--- src/rtl/core/phd_pkg.sv ---
// Shared types, widths, codes and defaults of the PI heater drive.
`timescale 1ns / 1ps

package phd_pkg;

   // Field widths
   localparam int TEMP_W     = 12;
   localparam int TIME_W     = 32;
   localparam int GAIN_W     = 24;
   localparam int ERR_W      = TEMP_W + 1;
   localparam int DRIVE_W    = 14;
   localparam int CLAMP_W    = 2;
   localparam int REQ_DATA_W = 48;
   localparam int RSP_DATA_W = 16;

   // Configuration port
   localparam int CSR_IDX_W  = 2;
   localparam int CSR_DATA_W = GAIN_W;
   localparam logic [CSR_IDX_W-1:0] CSR_SETPOINT = 2'd0;
   localparam logic [CSR_IDX_W-1:0] CSR_KP_GAIN  = 2'd1;
   localparam logic [CSR_IDX_W-1:0] CSR_KI_GAIN  = 2'd2;

   localparam logic signed [TEMP_W-1:0] SETPOINT_RST = 12'sd375;
   localparam logic [GAIN_W-1:0]        KP_GAIN_RST  = 24'd65536;
   localparam logic [GAIN_W-1:0]        KI_GAIN_RST  = 24'd0;

   // Clamp codes
   localparam logic [CLAMP_W-1:0] CLAMP_NONE = 2'd0;
   localparam logic [CLAMP_W-1:0] CLAMP_MAX  = 2'd1;
   localparam logic [CLAMP_W-1:0] CLAMP_ZERO = 2'd2;

   // Parameter defaults
   localparam int FRAC_BITS_DEF      = 16;
   localparam int DRIVE_MAX_DEF      = 10000;
   localparam int INTEGRAL_WIDTH_DEF = 48;

   // Shared multiplier
   localparam int MUL_A_W = GAIN_W + 1;
   localparam int MUL_B_W = TIME_W + 1;
   localparam int PROD_W  = MUL_A_W + MUL_B_W;
   localparam int MAG_W   = 64;
   localparam int TOTAL_W = 64;
   localparam int KPE_W   = GAIN_W + ERR_W + 1;
   localparam int LO_W    = GAIN_W + TIME_W;

   typedef logic [1:0] mul_sel_type;
   localparam mul_sel_type MUL_INC   = 2'd0;
   localparam mul_sel_type MUL_KP    = 2'd1;
   localparam mul_sel_type MUL_KI_LO = 2'd2;
   localparam mul_sel_type MUL_KI_HI = 2'd3;

   typedef struct packed {
      logic        ld_accept;
      mul_sel_type mul_sel;
      logic        ld_integ;
      logic        ld_kp;
      logic        ld_lo;
      logic        ld_pm;
      logic        ld_total;
      logic        ld_out;
   } ctrl_type;

endpackage

--- src/rtl/core/phd_seq.sv ---
// Sequencer that steps one sample through the shared multiplier and adders.
`timescale 1ns / 1ps

module phd_seq (
   input  logic              clock,
   input  logic              reset,
   input  logic              req_tvalid,
   output logic              req_tready,
   output logic              rsp_tvalid,
   input  logic              rsp_tready,
   output phd_pkg::ctrl_type ctrl
);
   import phd_pkg::*;

   localparam logic [2:0] ST_IDLE  = 3'd0;
   localparam logic [2:0] ST_INC   = 3'd1;
   localparam logic [2:0] ST_INTEG = 3'd2;
   localparam logic [2:0] ST_KILO  = 3'd3;
   localparam logic [2:0] ST_KIHI  = 3'd4;
   localparam logic [2:0] ST_PM    = 3'd5;
   localparam logic [2:0] ST_TOTAL = 3'd6;
   localparam logic [2:0] ST_DONE  = 3'd7;

   logic [2:0] state_ff, state_in;
   logic       valid_ff, valid_in;

   always_comb begin
      state_in = state_ff;
      ctrl     = '0;
      ctrl.mul_sel = MUL_INC;
      unique case (state_ff)
         ST_IDLE: begin
            if (req_tvalid) begin
               ctrl.ld_accept = 1'b1;
               state_in = ST_INC;
            end
         end
         ST_INC: begin
            ctrl.mul_sel = MUL_INC;
            state_in = ST_INTEG;
         end
         ST_INTEG: begin
            ctrl.ld_integ = 1'b1;
            ctrl.mul_sel  = MUL_KP;
            state_in = ST_KILO;
         end
         ST_KILO: begin
            ctrl.ld_kp   = 1'b1;
            ctrl.mul_sel = MUL_KI_LO;
            state_in = ST_KIHI;
         end
         ST_KIHI: begin
            ctrl.ld_lo   = 1'b1;
            ctrl.mul_sel = MUL_KI_HI;
            state_in = ST_PM;
         end
         ST_PM: begin
            ctrl.ld_pm = 1'b1;
            state_in = ST_TOTAL;
         end
         ST_TOTAL: begin
            ctrl.ld_total = 1'b1;
            state_in = ST_DONE;
         end
         default: begin
            // hold until the output register is free
            if (!valid_ff || rsp_tready) begin
               ctrl.ld_out = 1'b1;
               state_in = ST_IDLE;
            end
         end
      endcase
   end

   always_comb begin
      valid_in = valid_ff;
      if (rsp_tready) begin
         valid_in = 1'b0;
      end
      if (ctrl.ld_out) begin
         valid_in = 1'b1;
      end
   end

   always_ff @(posedge clock) begin
      if (reset) begin
         state_ff <= ST_IDLE;
         valid_ff <= 1'b0;
      end else begin
         state_ff <= state_in;
         valid_ff <= valid_in;
      end
   end

   assign req_tready = (state_ff == ST_IDLE);
   assign rsp_tvalid = valid_ff;

endmodule

--- config.mk ---
export PLATFORM = sky130hd
export DESIGN_NAME = phd_seq
export DESIGN_NICKNAME = d
export VERILOG_FILES = /design/src/rtl/core/phd_pkg.sv /design/src/rtl/core/phd_seq.sv
export SDC_FILE = /design/constraint.sdc
export NUM_CORES = 1
export LEC_CHECK = 0
export BUFFER_PORTS_ARGS = -buffer_cell sky130_fd_sc_hd__buf_2
export CORE_AREA = 2 2 39 41
export CTS_BUF_LIST = sky130_fd_sc_hd__clkbuf_2
export DETAILED_ROUTE_END_ITERATION = 12
export DIE_AREA = 0 0 41 43
export GPL_ROUTABILITY_DRIVEN = 0
export PLACE_DENSITY = 0.57
export SLEW_MARGIN = 25
export SYNTH_ARGS = -nofsm -noshare
export SYNTH_HDL_FRONTEND = slang
export SYNTH_SLANG_ARGS = --single-unit
--- constraint.sdc ---
create_clock -name clock -period 2.3 [get_ports clock]
set_clock_uncertainty 0.1 [all_clocks]
set_input_delay 0.23 -clock clock [delete_from_list [all_inputs] [get_ports clock]]
set_output_delay 0.23 -clock clock [all_outputs]
set_load 0.01 [all_outputs]
==> Implementation_results.wiki <==
{| class="wikitable"
! Metric !! Value
|-
| Run status || complete, no violations
|-
| Prevailing post-synth register cell || sky130_fd_sc_hd__dfxtp_1
|-
| Post-synthesis area per instance || 9.016 um2
|-
| Number of pins exceeding their max-slew limit in the final report || 0
|-
| Max Clk Rate || 579.9 MHz
|-
| Std cell rows || 14
|-
| Total nets after synthesis || 38
|-
| PwrDens || 553.0 mW/mm2
|-
| DIE AREA || 0.001763 mm2
|-
| Critical path fanouts, max || 12
|-
| EDFF count, synth || 0
|-
| Number of warnings issued by yosys || 0
|-
| Die Y-Extent || 43 um
|-
| Highest cell delay on the worst timing path || 0.54 ns
|-
| Wire length reported by the detailed router || 618 um
|-
| Kind of critical path || register to output port
|-
| Synth top area cells || sky130_fd_sc_hd__dfxtp_1 26%, sky130_fd_sc_hd__a2111oi_4 9.0%, sky130_fd_sc_hd__buf_6 7.3%
|-
| Period utilization || 74.98%
|-
| Buf/Inv on CP || 1
|-
| Worst-path clk slew || 0.05 ns
|-
| Setup bufs post-CTS || 0
|-
| Top post-synthesis cells by count || 4 x sky130_fd_sc_hd__dfxtp_1, 3 x sky130_fd_sc_hd__nor2_1
|-
| Type of element launching the critical path || register
|-
| Setup repair after global routing missed its margin || false
|-
| Number of diodes || 0
|-
| Lkg Pwr || 0.1776 nW
|-
| Final critical-path required period || 1.725 ns
|-
| Area delta synth->final || 22.04%
|-
| Relative slew margins || 70.61%
|-
| Residual overflow from global routing || 0
|-
| Wire length of the first global-routing pass || 931 um
|-
| Post-detailed-route DRC marker count || 0
|-
| CTS H-tree depth || 1
|-
| Register-to-register path setup slack || 0.96 ns
|-
| Path category of the worst min-delay check || input port to register
|-
| Count of boundary I/O pins || 15
|-
| Layout cell share with drive strength beyond 1 || 46.81%
|-
| Final HPWL DP || 447.4 um
|-
| Share of the yosys chip area belonging to registers || 26.12%
|-
| Reported max-cap violation count || 0
|-
| Sum of negative setup slack || 0 ns
|-
| Routed wirelength normalized by instance count || 9.810 um
|-
| Count of input and output buffers || 14
|-
| Endpoints failing setup || 0
|-
| Core Box Area || 0.001384 mm2
|-
| Number of resized instances in the post-cts repair step || 0
|-
| Number of antenna-violating nets in the routed design || 0
|-
| Count of clock tree sinks || 4
|-
| Nets@finish || 53
|-
| Syn Std Cell Area || 306.5 um2
|-
| Top cell type's share of synthesized area || 26.12%
|-
| Hold Buf Count CTS || 0
|-
| Number of global-route vias before repair || 217
|-
| Buffer type at the clock tree root || sky130_fd_sc_hd__clkbuf_2
|-
| Clock tree from TritonCTS || built
|-
| Clock latency on the worst-skew pair || 0.21 ns
|-
| Register bit total from synthesis || 4
|-
| Transition at the pin with the smallest max-transition slack || 0.4402 ns
|-
| CP Cell Sequence || or3b_1 -> o21ai_0 -> buf_2
|-
| Fin. Hold Viols || 0
|-
| Biggest area consumer among synthesized cells || sky130_fd_sc_hd__dfxtp_1
|-
| TritonCTS Buffers || 3
|-
| Number of distinct library cells after synthesis || 21
|-
| Signal arrival time at the worst endpoint || 1.39 ns
|-
| Async set-or-reset flop fraction in the synthesized netlist || 0%
|-
| Post-layout total power || 206.9 uW
|-
| Post-DR vias/cell || 4.317
|-
| Antenna violations before repair || 0
|-
| CP endpoint kind || output port
|-
| Initial drt markers || 5
|-
| Gate count after technology mapping || 34
|-
| CTS max path bufs || 2
|-
| Top delay family on crit path || flip-flops
|-
| VDD IR max || 151.9 uV
|-
| Width of the chip || 41 um
|-
| DR pass1 iterations || 4
|-
| Most frequent cell after synthesis || sky130_fd_sc_hd__dfxtp_1
|-
| Initial core utilization || 22.15%
|-
| Vias after detailed routing || 272
|-
| Largest net degree at the start of global routing || 13
|-
| Standard cell with the maximum stage delay on the critical path || sky130_fd_sc_hd__dfxtp_1
|-
| Number of fill cells || 161
|-
| Global router's overall resource usage || 8.526%
|-
| CP Data Required Time || 1.97 ns
|}
==> cell type report <==
| cell class | instances | area [um2] | area share (%) |
|---|---|---|---|
| Multi-Input combinational cell | 24 | 181.4 | 48.49 |
| Sequential cell | 4 | 80.08 | 21.40 |
| Timing Repair Buffer | 14 | 70.07 | 18.73 |
| Tap cell | 16 | 20.02 | 5.351 |
| Clock buffer | 3 | 15.01 | 4.013 |
| Inverter | 2 | 7.507 | 2.007 |
==> where the power goes <==
group | switching [mW] | internal, mW | total [mW]
clock network | 0.0298 | 0.0351 | 0.0650
logic | 0.0238 | 0.0271 | 0.0509
registers | 0.0165 | 0.0746 | 0.0910
==> flip-flops by register name, indices dropped and copies added (netlist names) <==
name / flops
state_ff: 3
rsp_tvalid: 1
==> layout by cell type (no fill, tap or decap), types with 2 or more instances in the layout <==
cell type and instances:
sky130_fd_sc_hd__buf_2 14, sky130_fd_sc_hd__a21oi_1 2, sky130_fd_sc_hd__and2_1 2, sky130_fd_sc_hd__nor2_1 3
sky130_fd_sc_hd__nand2b_1 2, sky130_fd_sc_hd__dfxtp_1 4, sky130_fd_sc_hd__o21ai_0 2, sky130_fd_sc_hd__inv_1 2
sky130_fd_sc_hd__clkbuf_2 3, sky130_fd_sc_hd__nor3_2 2
==> per-stage QoR <==
step	setup slack, ns	std cells	hold slack [ns]	utilization (%)	cell area [um2]
after detailed placement	0.8023	60	0.3853	25.95	359.1
final	0.5755	63	0.1601	27.03	374.1
after CTS	0.5537	63	0.1445	27.03	374.1
after floorplan	1.051	34	0.1943	-	306.5
after global placement	0.8288	60	0.3748	25.95	359.1
after global routing	0.4512	63	0.1448	27.03	374.1
==> kinds of logic after synthesis <==
| group | count (synthesis) | synth area share (%) |
|---|---|---|
| AOI/OAI and AO/OA | 8 | 24.08 |
| buffers and inverters | 6 | 14.69 |
| DFF | 4 | 26.12 |
| and+or+nand+nor | 16 | 35.10 |
==> metal layers <==
layer | track usage, % | share of wire, %
met5 | 0 | 0
met4 | 10.00 | 1.6
met3 | 3.141 | 5.8
met2 | 11.25 | 45
met1 | 8.974 | 47
==> final timing paths <==
check / depth (start not counted) / to / start
worst max register to register: 2 / state_ff[0] / state_ff[2]
worst max-delay path: 3 / ctrl[7] / state_ff[2]
worst min-delay path: 2 / state_ff[0] / reset
worst min register to register: 2 / state_ff[2] / rsp_tvalid
Power figures use the tool's default switching activity.
